==> config.mk <==
export PLATFORM = sky130hd
export DESIGN_NAME = link_rate_drained_packet_queue_flat
export DESIGN_NICKNAME = d
export VERILOG_FILES = /design/src/hdl/lrdpq_pkg.sv /design/src/hdl/lrdpq_if.sv /design/src/hdl/link_rate_drained_packet_queue.sv /design/src/flat_wrapper.sv
export SDC_FILE = /design/constraint.sdc
export NUM_CORES = 2
export LEC_CHECK = 0
export BUFFER_PORTS_ARGS = -buffer_cell sky130_fd_sc_hd__clkbuf_2
export CAP_MARGIN = 20
export CORE_MARGIN = 5
export CORE_UTILIZATION = 42
export DETAILED_ROUTE_END_ITERATION = 10
export SYNTH_ARGS = -nofsm -noshare
export SYNTH_HDL_FRONTEND = slang
export SYNTH_SLANG_ARGS = --single-unit
==> constraint.sdc <==
create_clock -name clk -period 5.1 [get_ports clk]
set_input_delay 0.51 -clock clk [delete_from_list [all_inputs] [get_ports clk]]
set_output_delay 0.51 -clock clk [all_outputs]
set_load 0.1 [all_outputs]
==> src/hdl/lrdpq_pkg.sv <==
`default_nettype none
package lrdpq_pkg;

  localparam int QUEUE_DEPTH = 32;
  localparam int PTR_W       = $clog2(QUEUE_DEPTH);
  localparam int CNT_W       = $clog2(QUEUE_DEPTH + 1);

  localparam int TAG_W   = 16;
  localparam int BITS_W  = 11;
  localparam int CYCLE_W = 48;
  localparam int OCC_W   = 16;
  localparam int LW_W    = 7;
  localparam int DR_W    = 8;
  localparam int LIM_W   = 14;
  localparam int DIV_N_W = $clog2(BITS_W);

  localparam logic [LW_W-1:0]  LINK_WIDTH_RESET      = LW_W'(4);
  localparam logic [DR_W-1:0]  DRAIN_RATE_RESET      = DR_W'(30);
  localparam logic [LIM_W-1:0] OCCUPANCY_LIMIT_RESET = LIM_W'(120);

  typedef logic [PTR_W-1:0]   ptr_t;
  typedef logic [CNT_W-1:0]   cnt_t;
  typedef logic [TAG_W-1:0]   tag_t;
  typedef logic [BITS_W-1:0]  bits_t;
  typedef logic [CYCLE_W-1:0] cycle_t;
  typedef logic [OCC_W-1:0]   occ_t;

  typedef enum logic [1:0] {
    FUNC_PUSH  = 2'd0,
    FUNC_QUERY = 2'd1,
    FUNC_FRONT = 2'd2,
    FUNC_POP   = 2'd3
  } func_t;

  typedef enum logic [1:0] {
    CFG_LINK_WIDTH      = 2'd0,
    CFG_DRAIN_RATE      = 2'd1,
    CFG_OCCUPANCY_LIMIT = 2'd2
  } cfg_index_t;

  typedef struct packed {
    func_t  func;
    tag_t   packet_tag;
    bits_t  packet_bits;
    cycle_t current_cycle;
  } req_t;

  typedef struct packed {
    logic  accepted;
    logic  head_ready;
    tag_t  head_tag;
    bits_t head_bits;
    logic  became_busy;
    logic  became_idle;
    logic  empty_error;
  } rsp_t;

  typedef struct packed {
    cfg_index_t       index;
    logic [LIM_W-1:0] value;
  } cfg_t;

  typedef struct packed {
    tag_t   tag;
    bits_t  bits;
    cycle_t cycle;
  } meta_t;

  function automatic ptr_t next_slot(ptr_t p);
    return (p == PTR_W'(QUEUE_DEPTH - 1)) ? '0 : p + PTR_W'(1);
  endfunction

endpackage
`default_nettype wire

==> src/hdl/lrdpq_if.sv <==
`default_nettype none
interface lrdpq_req_if;
  import lrdpq_pkg::*;
  logic valid;
  logic ready;
  req_t data;
  modport source (output valid, output data, input ready);
  modport sink (input valid, input data, output ready);
endinterface

interface lrdpq_rsp_if;
  import lrdpq_pkg::*;
  logic valid;
  logic ready;
  rsp_t data;
  modport source (output valid, output data, input ready);
  modport sink (input valid, input data, output ready);
endinterface

interface lrdpq_cfg_if;
  import lrdpq_pkg::*;
  logic valid;
  logic ready;
  cfg_t data;
  modport source (output valid, output data, input ready);
  modport sink (input valid, input data, output ready);
endinterface
`default_nettype wire

==> src/hdl/link_rate_drained_packet_queue.sv <==
// Channel | Dir | Payload                                    | Accepted when
// req     | in  | func, packet_tag, packet_bits, current_cyc | req.valid & req.ready
// rsp     | out | accepted, head_ready, head_tag, head_bits, | rsp.valid & rsp.ready
//         |     | became_busy, became_idle, empty_error      |
// cfg     | in  | index, value                               | cfg.valid & cfg.ready
//
// One word at a time. Query, reject and empty access go straight to the finish
// state; pop passes the metadata state. Push runs the bit-serial divider for the
// cost (one bit a cycle). Front read-modify-writes the cost memory per entry.
// Synchronous reset clears pointers, counts and occupancy; no clearing pass.
// A held result in the output register stalls only the finish of the next word.
`default_nettype none
module link_rate_drained_packet_queue (
  input wire logic    clk,
  input wire logic    rst,
  lrdpq_req_if.sink   req,
  lrdpq_rsp_if.source rsp,
  lrdpq_cfg_if.sink   cfg
);
  import lrdpq_pkg::*;

  typedef enum logic [2:0] {
    ST_IDLE,
    ST_DIV,
    ST_META,
    ST_RD,
    ST_EV,
    ST_FIN
  } state_t;

  state_t           state;
  req_t             hold;
  rsp_t             res;
  rsp_t             res_init;
  rsp_t             out_data;
  logic             out_valid;
  ptr_t             head_pointer;
  ptr_t             tail_pointer;
  cnt_t             entry_count;
  occ_t             occupancy;
  logic [LW_W-1:0]  link_width;
  logic [DR_W-1:0]  drain_rate;
  logic [LIM_W-1:0] occupancy_limit;

  logic [DR_W-1:0]    budget;
  ptr_t               walk_ptr;
  cnt_t               walk_n;
  logic               head_zero;
  bits_t              dvd;
  logic [LW_W-1:0]    rmd;
  bits_t              quot;
  logic [LW_W-1:0]    dsr;
  logic [DIV_N_W-1:0] div_n;

  meta_t meta_mem [QUEUE_DEPTH];
  bits_t rem_mem [QUEUE_DEPTH];
  meta_t meta_q;
  bits_t rem_q;

  logic  meta_we, meta_re, rem_we, rem_re;
  ptr_t  meta_ra, rem_wa;
  bits_t rem_wd;

  logic          req_fire, cfg_fire, has_room, div_last, fin_go;
  logic [LW_W:0] div_t, div_sub;
  logic          div_ge;
  bits_t         quot_next;
  logic          ev_over, ev_done, ev_head_zero;
  bits_t         ev_diff;
  cnt_t          walk_n_next;

  assign req.ready = !rst && (state == ST_IDLE);
  assign cfg.ready = !rst;
  assign rsp.valid = out_valid;
  assign rsp.data  = out_data;

  assign req_fire = req.valid && req.ready;
  assign cfg_fire = cfg.valid && cfg.ready;
  assign has_room = (occupancy < OCC_W'(occupancy_limit)) &&
                    (entry_count < CNT_W'(QUEUE_DEPTH));
  assign fin_go   = (state == ST_FIN) && (!out_valid || rsp.ready);

  assign div_t     = {rmd, dvd[BITS_W-1]};
  assign div_ge    = (div_t >= {1'b0, dsr});
  assign div_sub   = div_t - {1'b0, dsr};
  assign quot_next = {quot[BITS_W-2:0], div_ge};
  assign div_last  = (div_n == DIV_N_W'(BITS_W - 1));

  assign ev_over      = (rem_q > BITS_W'(budget));
  assign ev_diff      = rem_q - BITS_W'(budget);
  assign walk_n_next  = walk_n + CNT_W'(1);
  assign ev_done      = ev_over || (walk_n_next == entry_count);
  assign ev_head_zero = (walk_n == '0) ? !ev_over : head_zero;

  always_comb begin
    res_init = '0;
    case (req.data.func)
      FUNC_PUSH: begin
        res_init.accepted    = has_room;
        res_init.became_busy = has_room && (occupancy == '0);
      end
      FUNC_QUERY: res_init.accepted = has_room;
      default:    res_init.empty_error = (entry_count == '0);
    endcase
  end

  always_comb begin
    meta_we = (state == ST_DIV) && div_last;
    meta_re = req_fire;
    meta_ra = head_pointer;
    rem_re  = (state == ST_RD);
    rem_we  = 1'b0;
    rem_wa  = tail_pointer;
    rem_wd  = quot_next;
    if (state == ST_DIV && div_last) begin
      rem_we = 1'b1;
    end else if (state == ST_EV) begin
      rem_we = 1'b1;
      rem_wa = walk_ptr;
      rem_wd = ev_over ? ev_diff : '0;
    end
  end

  always_ff @(posedge clk) begin
    if (meta_we) begin
      meta_mem[tail_pointer] <= '{tag: hold.packet_tag, bits: hold.packet_bits,
                                  cycle: hold.current_cycle};
    end
    if (meta_re) begin
      meta_q <= meta_mem[meta_ra];
    end
    if (rem_we) begin
      rem_mem[rem_wa] <= rem_wd;
    end
    if (rem_re) begin
      rem_q <= rem_mem[walk_ptr];
    end
  end

  always_ff @(posedge clk) begin
    if (rst) begin
      state           <= ST_IDLE;
      out_valid       <= 1'b0;
      head_pointer    <= '0;
      tail_pointer    <= '0;
      entry_count     <= '0;
      occupancy       <= '0;
      link_width      <= LINK_WIDTH_RESET;
      drain_rate      <= DRAIN_RATE_RESET;
      occupancy_limit <= OCCUPANCY_LIMIT_RESET;
    end else begin
      if (cfg_fire) begin
        case (cfg.data.index)
          CFG_LINK_WIDTH:      link_width      <= cfg.data.value[LW_W-1:0];
          CFG_DRAIN_RATE:      drain_rate      <= cfg.data.value[DR_W-1:0];
          CFG_OCCUPANCY_LIMIT: occupancy_limit <= cfg.data.value;
          default: ;
        endcase
      end
      if (fin_go) begin
        out_valid <= 1'b1;
      end else if (out_valid && rsp.ready) begin
        out_valid <= 1'b0;
      end
      case (state)
        ST_IDLE: begin
          if (req_fire) begin
            hold <= req.data;
            res  <= res_init;
            case (req.data.func)
              FUNC_PUSH: begin
                if (has_room) begin
                  dvd   <= req.data.packet_bits;
                  rmd   <= '0;
                  quot  <= '0;
                  div_n <= '0;
                  dsr   <= (link_width == '0) ? LW_W'(1) : link_width;
                  state <= ST_DIV;
                end else begin
                  state <= ST_FIN;
                end
              end
              FUNC_QUERY: begin
                state <= ST_FIN;
              end
              default: begin
                if (entry_count == '0) begin
                  state <= ST_FIN;
                end else if (req.data.func == FUNC_FRONT) begin
                  budget   <= drain_rate;
                  walk_ptr <= head_pointer;
                  walk_n   <= '0;
                  state    <= ST_RD;
                end else begin
                  state <= ST_META;
                end
              end
            endcase
          end
        end
        ST_DIV: begin
          dvd   <= {dvd[BITS_W-2:0], 1'b0};
          rmd   <= div_ge ? div_sub[LW_W-1:0] : div_t[LW_W-1:0];
          quot  <= quot_next;
          div_n <= div_n + DIV_N_W'(1);
          if (div_last) begin
            occupancy    <= occupancy + OCC_W'(quot_next);
            tail_pointer <= next_slot(tail_pointer);
            entry_count  <= entry_count + CNT_W'(1);
            state        <= ST_FIN;
          end
        end
        ST_META: begin
          res <= '{accepted: 1'b0, head_ready: 1'b0, head_tag: meta_q.tag,
                   head_bits: meta_q.bits, became_busy: 1'b0,
                   became_idle: (entry_count == CNT_W'(1)), empty_error: 1'b0};
          head_pointer <= next_slot(head_pointer);
          entry_count  <= entry_count - CNT_W'(1);
          state        <= ST_FIN;
        end
        ST_RD: begin
          state <= ST_EV;
        end
        ST_EV: begin
          head_zero <= ev_head_zero;
          if (ev_over) begin
            occupancy <= occupancy - OCC_W'(budget);
          end else begin
            occupancy <= occupancy - OCC_W'(rem_q);
            budget    <= budget - rem_q[DR_W-1:0];
            walk_ptr  <= next_slot(walk_ptr);
            walk_n    <= walk_n_next;
          end
          if (ev_done) begin
            res <= '{accepted: 1'b0,
                     head_ready: ev_head_zero && (meta_q.cycle != hold.current_cycle),
                     head_tag: meta_q.tag, head_bits: meta_q.bits, became_busy: 1'b0,
                     became_idle: 1'b0, empty_error: 1'b0};
            state <= ST_FIN;
          end else begin
            state <= ST_RD;
          end
        end
        ST_FIN: begin
          if (fin_go) begin
            out_data <= res;
            state    <= ST_IDLE;
          end
        end
        default: state <= ST_IDLE;
      endcase
    end
  end

`ifndef SYNTHESIS
  a_count_bound: assert property (@(posedge clk) disable iff (rst)
    entry_count <= CNT_W'(QUEUE_DEPTH))
    else $error("entry count beyond queue depth");

  a_empty_ptrs: assert property (@(posedge clk) disable iff (rst)
    (entry_count == '0) |-> (head_pointer == tail_pointer))
    else $error("empty queue with head and tail apart");

  a_walk_bound: assert property (@(posedge clk) disable iff (rst)
    (state == ST_EV) |-> (walk_n < entry_count))
    else $error("drain walk past the queued entries");

  a_busy_accepted: assert property (@(posedge clk) disable iff (rst)
    (out_valid && out_data.became_busy) |-> out_data.accepted)
    else $error("busy flag on a word that was not accepted");

  a_walk_on_front: assert property (@(posedge clk) disable iff (rst)
    (state == ST_RD) |-> (hold.func == FUNC_FRONT && entry_count != '0))
    else $error("drain walk outside a front request");
`endif
endmodule
`default_nettype wire
==> src/flat_wrapper.sv <==
// flat-port wrapper written by rule: the top's interface ports become plain ports
module link_rate_drained_packet_queue_flat import lrdpq_pkg::*;
  (clk, rst, req_valid, req_data, req_ready, rsp_valid, rsp_data, rsp_ready, cfg_valid, cfg_data, cfg_ready);
  lrdpq_req_if req_i ();
  lrdpq_rsp_if rsp_i ();
  lrdpq_cfg_if cfg_i ();
  input wire logic clk;
  input wire logic rst;
  input wire logic [$bits(req_i.valid)-1:0] req_valid;
  input wire logic [$bits(req_i.data)-1:0] req_data;
  output wire logic [$bits(req_i.ready)-1:0] req_ready;
  output wire logic [$bits(rsp_i.valid)-1:0] rsp_valid;
  output wire logic [$bits(rsp_i.data)-1:0] rsp_data;
  input wire logic [$bits(rsp_i.ready)-1:0] rsp_ready;
  input wire logic [$bits(cfg_i.valid)-1:0] cfg_valid;
  input wire logic [$bits(cfg_i.data)-1:0] cfg_data;
  output wire logic [$bits(cfg_i.ready)-1:0] cfg_ready;
  assign req_i.valid = req_valid;
  assign req_i.data = req_data;
  assign req_ready = req_i.ready;
  assign rsp_valid = rsp_i.valid;
  assign rsp_data = rsp_i.data;
  assign rsp_i.ready = rsp_ready;
  assign cfg_i.valid = cfg_valid;
  assign cfg_i.data = cfg_data;
  assign cfg_ready = cfg_i.ready;
  link_rate_drained_packet_queue u_core (.clk(clk), .rst(rst), .req(req_i), .rsp(rsp_i), .cfg(cfg_i));
endmodule
-- Yosys cells after proc, flatten, opt, wreduce, memory -nomap -nowiden
Memory sizes are Yosys's and may differ from the RTL's. A register that Yosys moved wholly into a read port is not among the register bits.
Index checks and enable logic that the tools add are counted.
- bits in registers: 263
- latch bits: 0
- bits in writable memories: 2752
- ROM bits: 0
- input bits: 98
- output and inout port bits: 35
- word-level logic and storage cells: 195
- memories: 2
- memories (memory ; words ; bits a word ; read ports ; clocked after memory_dff ; wr ports ; line ; source):
    u_core.meta_mem ; 32 ; 75 ; 1 ; 1 ; 1 ; link_rate_drained_packet_queue.sv:55 ; meta_t meta_mem [QUEUE_DEPTH];
    u_core.rem_mem ; 32 ; 11 ; 1 ; 1 ; 1 ; link_rate_drained_packet_queue.sv:56 ; bits_t rem_mem [QUEUE_DEPTH];
- add/subtract/negate cells: 13
- multiply operators: 0
- divide/modulo/power cells: 0
- $lt $le $gt $ge: 4
- eq/ne operators: 26
- shifts and indexed selects: 0
- mux-type cells: 72
- bitwise logic cells: 1
- reductions and logical operators: 42
- operator list (operator ; number):
    $pmux 32 s3 ; 1
    $mux 11 ; 6
    $mux 32 ; 2
    $mux 5 ; 10
    $ne 48x48->1 ; 1
    $mux 8 ; 5
    $mux 6 ; 6
    $mux 16 ; 2
    $pmux 16 s2 ; 1
    $mux 10 ; 3
    $mux 7 ; 4
    $pmux 6 s2 ; 2
    $pmux 11 s2 ; 1
    $pmux 10 s2 ; 1
    $mux 3 ; 6
    $pmux 3 s6 ; 1
    $add 16x11->16 ; 1
    $logic_not 16->1 ; 1
    $lt 16x14->1 ; 1
    $pmux 8 s2 ; 1
    $sub 16x11->16 ; 1
    $sub 16x8->16 ; 1
    $add 5x1->5 const B ; 3
    $eq 5x5->1 const B ; 3
    other kinds (41) ; 94

-- Logic depth before layout (Yosys ltp)
- word-level depth: 6
- depth in mapped cells: 23
- gate-level depth less buffers: 22

-- Worst setup path after synthesis
OpenSTA, ideal clock, no wires.
- path type: reg-to-reg
- from: register u_core.state[0]
- to: register u_core.dsr[0] (enable)
- setup time: 366 ps
- data arrival time: 6414 ps
- data required time: 4734 ps
- path slack: -1680 ps
- stages on the path, launching flop included: 6
- path buffers: 1
- clock period less this slack: 6780 ps
- cell sequence: dfxtp_1 > clkbuf_1 > or3_1 > nor2_1 > and2_1 > nor2b_1
- cells in the longest elaborated chain, start to end: 4
- RTL lines (element ; line ; source):
    start, declared ; link_rate_drained_packet_queue.sv:31 ; state_t state;
    start signal, assigned ; link_rate_drained_packet_queue.sv:142 ; state <= ST_IDLE;
    start signal, assigned ; link_rate_drained_packet_queue.sv:178 ; state <= ST_DIV;
    start signal, assigned ; link_rate_drained_packet_queue.sv:180 ; state <= ST_FIN;
    $logic_not 3->1 ; link_rate_drained_packet_queue.sv:72 ; assign req.ready = !rst && (state == ST_IDLE);
    $logic_and 1x1->1 ; link_rate_drained_packet_queue.sv:72 ;
    via req_ready ; flat_wrapper.sv:11 ; output wire logic [$bits(req_i.ready)-1:0] req_ready;
    $logic_and 1x1->1 ; link_rate_drained_packet_queue.sv:77 ; assign req_fire = req.valid && req.ready;
    via u_core.meta_re ; link_rate_drained_packet_queue.sv:60 ; logic meta_we, meta_re, rem_we, rem_re;
    $reduce_and 5->1 (no source line) ; - ;
    end signal, assigned ; link_rate_drained_packet_queue.sv:177 ; dsr <= (link_width == '0) ? LW_W'(1) : link_width;
    end, declared ; link_rate_drained_packet_queue.sv:52 ; logic [LW_W-1:0] dsr;
The timed path passes the listed nets, and every way through them passes these cells.
A chain may end at the register's enable or synchronous reset.

-- Worst setup path after layout
- from: register u_core.dsr[0]
- to: register u_core.occupancy[15]
- cells in the longest elaborated chain, start to end: 4
- RTL lines (element ; line ; source):
    $ge 8x7->1 ; link_rate_drained_packet_queue.sv:84 ; assign div_ge = (div_t >= {1'b0, dsr});
    $add 16x11->16 ; link_rate_drained_packet_queue.sv:207 ; occupancy <= occupancy + OCC_W'(quot_next);
    $mux 16 ; link_rate_drained_packet_queue.sv:206 ; if (div_last) begin
    $pmux 16 s2 ; link_rate_drained_packet_queue.sv:165 ; case (state)
    end signal, assigned ; link_rate_drained_packet_queue.sv:207 ;
    end signal, assigned ; link_rate_drained_packet_queue.sv:227 ; occupancy <= occupancy - OCC_W'(budget);
    end signal, assigned ; link_rate_drained_packet_queue.sv:229 ; occupancy <= occupancy - OCC_W'(rem_q);
    end, declared ; link_rate_drained_packet_queue.sv:40 ; occ_t occupancy;
Every way passes these cells. The select of a mux whose other input is x is not followed.

==> reports/results.ini <==
[worst_setup_path]
ff2ff_path_depth = 19
slowest_stage = fa_1
path_delay_family = compound AO/OA/AOI/OAI gates
reg2reg_to = u_core.occupancy[15]$_SDFFE_PP0P_
critPathBufInv = 0
worstSetupPathType = flip-flop to flip-flop
cpMostUsedCell = ha_1
crit_chain = ha_1, fa_1, nor2b_1, o21ai_1, a21oi_1, o31a_1, nor2_1, ha_1, nand2b_1, nor2_1, xnor2_1, a21oi_1, ha_1, or3_1, o211ai_1, o21a_1, o311a_1, mux2i_1, mux2_1
slowest_delay_ns = 0.40
cp.arrival_ns = 5.49
rr_startpoint = u_core.dsr[0]$_SDFFCE_PN1P_
worstSetupStartpointType = flip-flop
critPathMaxFanout = 7
crit_path_end_kind = flip-flop
r2r_slack_ns = 0.32
critPathRequiredTime_ns = 5.80

[cells_and_area]
nNetsFinal = 5959
layout.cells.most_common = edfxtp_1
final_layout_size_suffix_gt1_share_pct = 29.7
n_fill_cell = 22800
design_area_um2 = 137000
final_cell_mix = 3036 x edfxtp_1, 860 x mux4_2, 329 x clkbuf_16
syn_to_final_growth_pct = 14.9
stdcell_count = 9783

[die]
die_w_um = 544
rows = 196
start_util_pct = 42.1
ios = 133
core-area_um2 = 284000
die_y_um = 544
die-area_um2 = 296000

[place]
placed_cells = 9133
dp.final_hpwl_um = 151000
pre_cts_slack_ns = 0.242
dpl_cell_area_um2 = 127000
place_congestion = 0.798
io_buffer_count = 132

[clocking]
htreeDepth = 5
cts.sinks = 3101
path_clk_slew_ns = 0.06
cts_buffers = 319
cts.path.max_buffers = 4
cts_tree = yes
cts_setup_buffers = 0
insertion_delay_ns = 0.87
cts_root_buf = clkbuf_16

[power_and_ir_drop]
power_density_nw_per_um2 = 381
netSwitchingFraction_pct = 20.8
p_sw_w = 0.0109
seq_power_share_pct = 54.7
ir_worst_vdd_mv = 0.254
power_w = 0.0524
p_int_w = 0.0415
leakagePower_nw = 42.2
p_comb_share_pct = 3.4
pwr-share-clk_pct = 41.9

[synthesis]
synth_ff_type = edfxtp_1
synth_area_leader_cell = edfxtp_1
syn-num-nets = 5444
yosysUniqueCellTypes = 63
syn_area_um2 = 120000
ys_ff_latch = 3101
synth_top_area_share_pct = 76.2
synth-async-reset-ratio_pct = 0
ys_seq_area_share_pct = 77.3
avgSynthCellArea_um2 = 22.7
yosysWarnings = 0
synth_area_leaders = edfxtp_1 76%, mux4_2 16%, dfxtp_1 1.1%
synthCells = 5275
synth_edf_count = 3036

[sta]
period_minus_slack_ns = 4.78
tightestPinTransition_ns = 1.19
setup_tns_ns = 0
drv_slew = 0
slew_headroom_pct = 20.6
hold_viol = 0
fin_ws_ns = 0.316
setup_violations = 0
rsz0062_at_grt = yes
min_period_over_period_pct = 93.8
skew_ns = 0.0622
fmax_ghz = 0.209

[route]
remaining_drc_errors = 0
drt-total-wl_um = 291000
wl_per_cell_um = 29.8
num_vias = 56200
drt_iter0_markers = 6024
drt-vias-per-instance = 5.75
dr.pass1.iters = 7
detail-route-antenna-nets = 0

[global_routing]
grt_max_degree = 102
grt-ovfl-total = 0
grt_pass1_wl_um = 420000
antenna_found_initial = 6
grtUsageTotal_pct = 19.6
grt_pass1_vias = 58000

[min_path]
min_to = u_core.link_width[5]$_SDFFE_PP0P_
holdPathStages = 4
hp-class = input port to flip-flop
hold_path_startpoint = cfg_data[15]

[run]
maxCapViolations = 0

[run_status]
status = finished clean

## metal layers
layer / global-route usage, % / vias to the layer above / wire length [um]
met2: 32.3 / 2053 / 144000
met1: 27.9 / 30500 / 122000
met5: 0 / - / 0
met4: 4.79 / 0 / 6500
li1: - / 23200 / -
met3: 2.66 / 398 / 18100
## worst register-to-register path: stages, from the launching register on
cell and delay (ns):
edfxtp_1 0.38, ha_1 0.24, fa_1 0.40, nor2b_1 0.17
o21ai_1 0.09, a21oi_1 0.26, o31a_1 0.27, nor2_1 0.13
ha_1 0.22, nand2b_1 0.21, nor2_1 0.09, xnor2_1 0.16
a21oi_1 0.10, ha_1 0.27, or3_1 0.36, o211ai_1 0.29
o21a_1 0.24, o311a_1 0.23, mux2i_1 0.22, mux2_1 0.33
## stage by stage
step	hold WS [ns]	utilization, %
floorplan	0.400	-
global placement	0.406	44.5
detailed placement	0.405	44.6
CTS	0.0465	48.3
global route	0.113	48.3
finish	0.123	48.3
## layout make-up
type / count / area, um^2 / share of cell area [%]
timing repair buffer: 456 / 4190 / 3.05
sequential: 3101 / 92500 / 67.3
clock buffer: 399 / 8510 / 6.19
multi-input combinational: 1856 / 26200 / 19.1
tap: 3762 / 4710 / 3.42
clock inverter: 151 / 1160 / 0.841
antenna: 2 / 5.00 / 0.00364
inverter: 56 / 210 / 0.153
## synth_stat cells, drive strengths merged, types with 6 or more instances
cell / instances
a211oi: 9
a21o: 14
a21oi: 89
a31oi: 8
and2: 41
and3: 12
buf: 101
clkbuf: 161
dfxtp: 65
edfxtp: 3036
ha: 67
inv: 56
mux2: 87
mux4: 860
nand2: 193
nand2b: 9
nand3: 27
nand3b: 10
nand4: 10
nor2: 149
nor2b: 13
nor3: 17
nor4: 27
o211ai: 6
o21a: 6
o21ai: 40
o31ai: 7
or3: 10
xnor2: 25
xor2: 69
## what timing repair did
action | CTS | global route
endpoints found under the setup margin | 0 | 3
gates resized for setup | 0 | 2
hold buffers | 89 | 0
endpoints found under the hold margin | 114 | 0
## logic make-up (layout without fill, tap and decap cells)
| family | count (synthesis) | in the layout | share of synthesized area, % |
|---|---|---|---|
| other | 0 | 2 | 0 |
| AND/OR/NAND/NOR | 532 | 532 | 2.07 |
| multiplexers | 951 | 951 | 17.0 |
| XOR/XNOR | 94 | 94 | 0.688 |
| flip-flops | 3101 | 3101 | 77.3 |
| buffers and inverters | 318 | 1062 | 1.12 |
| AO/OA/AOI/OAI | 208 | 208 | 1.06 |
| adder cells (fa/ha/maj) | 71 | 71 | 0.767 |
## worst max path at each step
| stage | start | to | slack [ns] | depth (start not counted) |
|---|---|---|---|---|
| floorplan | u_core.state[2]$_SDFFE_PP0P_ | u_core.meta_mem[31][0]$_DFFE_PP_ | -0.19 | 7 |
| CTS | u_core.rem_q[1]$_DFFE_PN_ | u_core.occupancy[15]$_SDFFE_PP0P_ | 0.21 | 17 |
| detailed placement | u_core.rem_q[1]$_DFFE_PN_ | u_core.occupancy[15]$_SDFFE_PP0P_ | 0.24 | 17 |
| global route | u_core.dsr[0]$_SDFFCE_PN1P_ | u_core.occupancy[15]$_SDFFE_PP0P_ | -0.07 | 19 |
| global placement | u_core.rem_q[1]$_DFFE_PN_ | u_core.occupancy[15]$_SDFFE_PP0P_ | 0.41 | 17 |
| finish | u_core.dsr[0]$_SDFFCE_PN1P_ | u_core.occupancy[15]$_SDFFE_PP0P_ | 0.32 | 19 |
## power by group through the flow
stage,logic (W),clock network (W),registers [W]
after floorplan,0.000913,0,0.0292
after global placement,0.00166,0,0.0292
after detailed placement,0.00170,0,0.0292
after CTS,0.00177,0.0225,0.0287
after global routing,0.00196,0.0236,0.0287
final,0.00179,0.0220,0.0287
## registers in the layout (all words and copies together), names as in the netlist, 14 cells and up
name and flops:
u_core.occupancy 16, u_core.meta_q 75, u_core.occupancy_limit 14, u_core.rsp.data 32
u_core.hold 75, u_core.res 32, u_core.meta_mem 2400, u_core.rem_mem 352
Power figures use the tool's default switching activity.
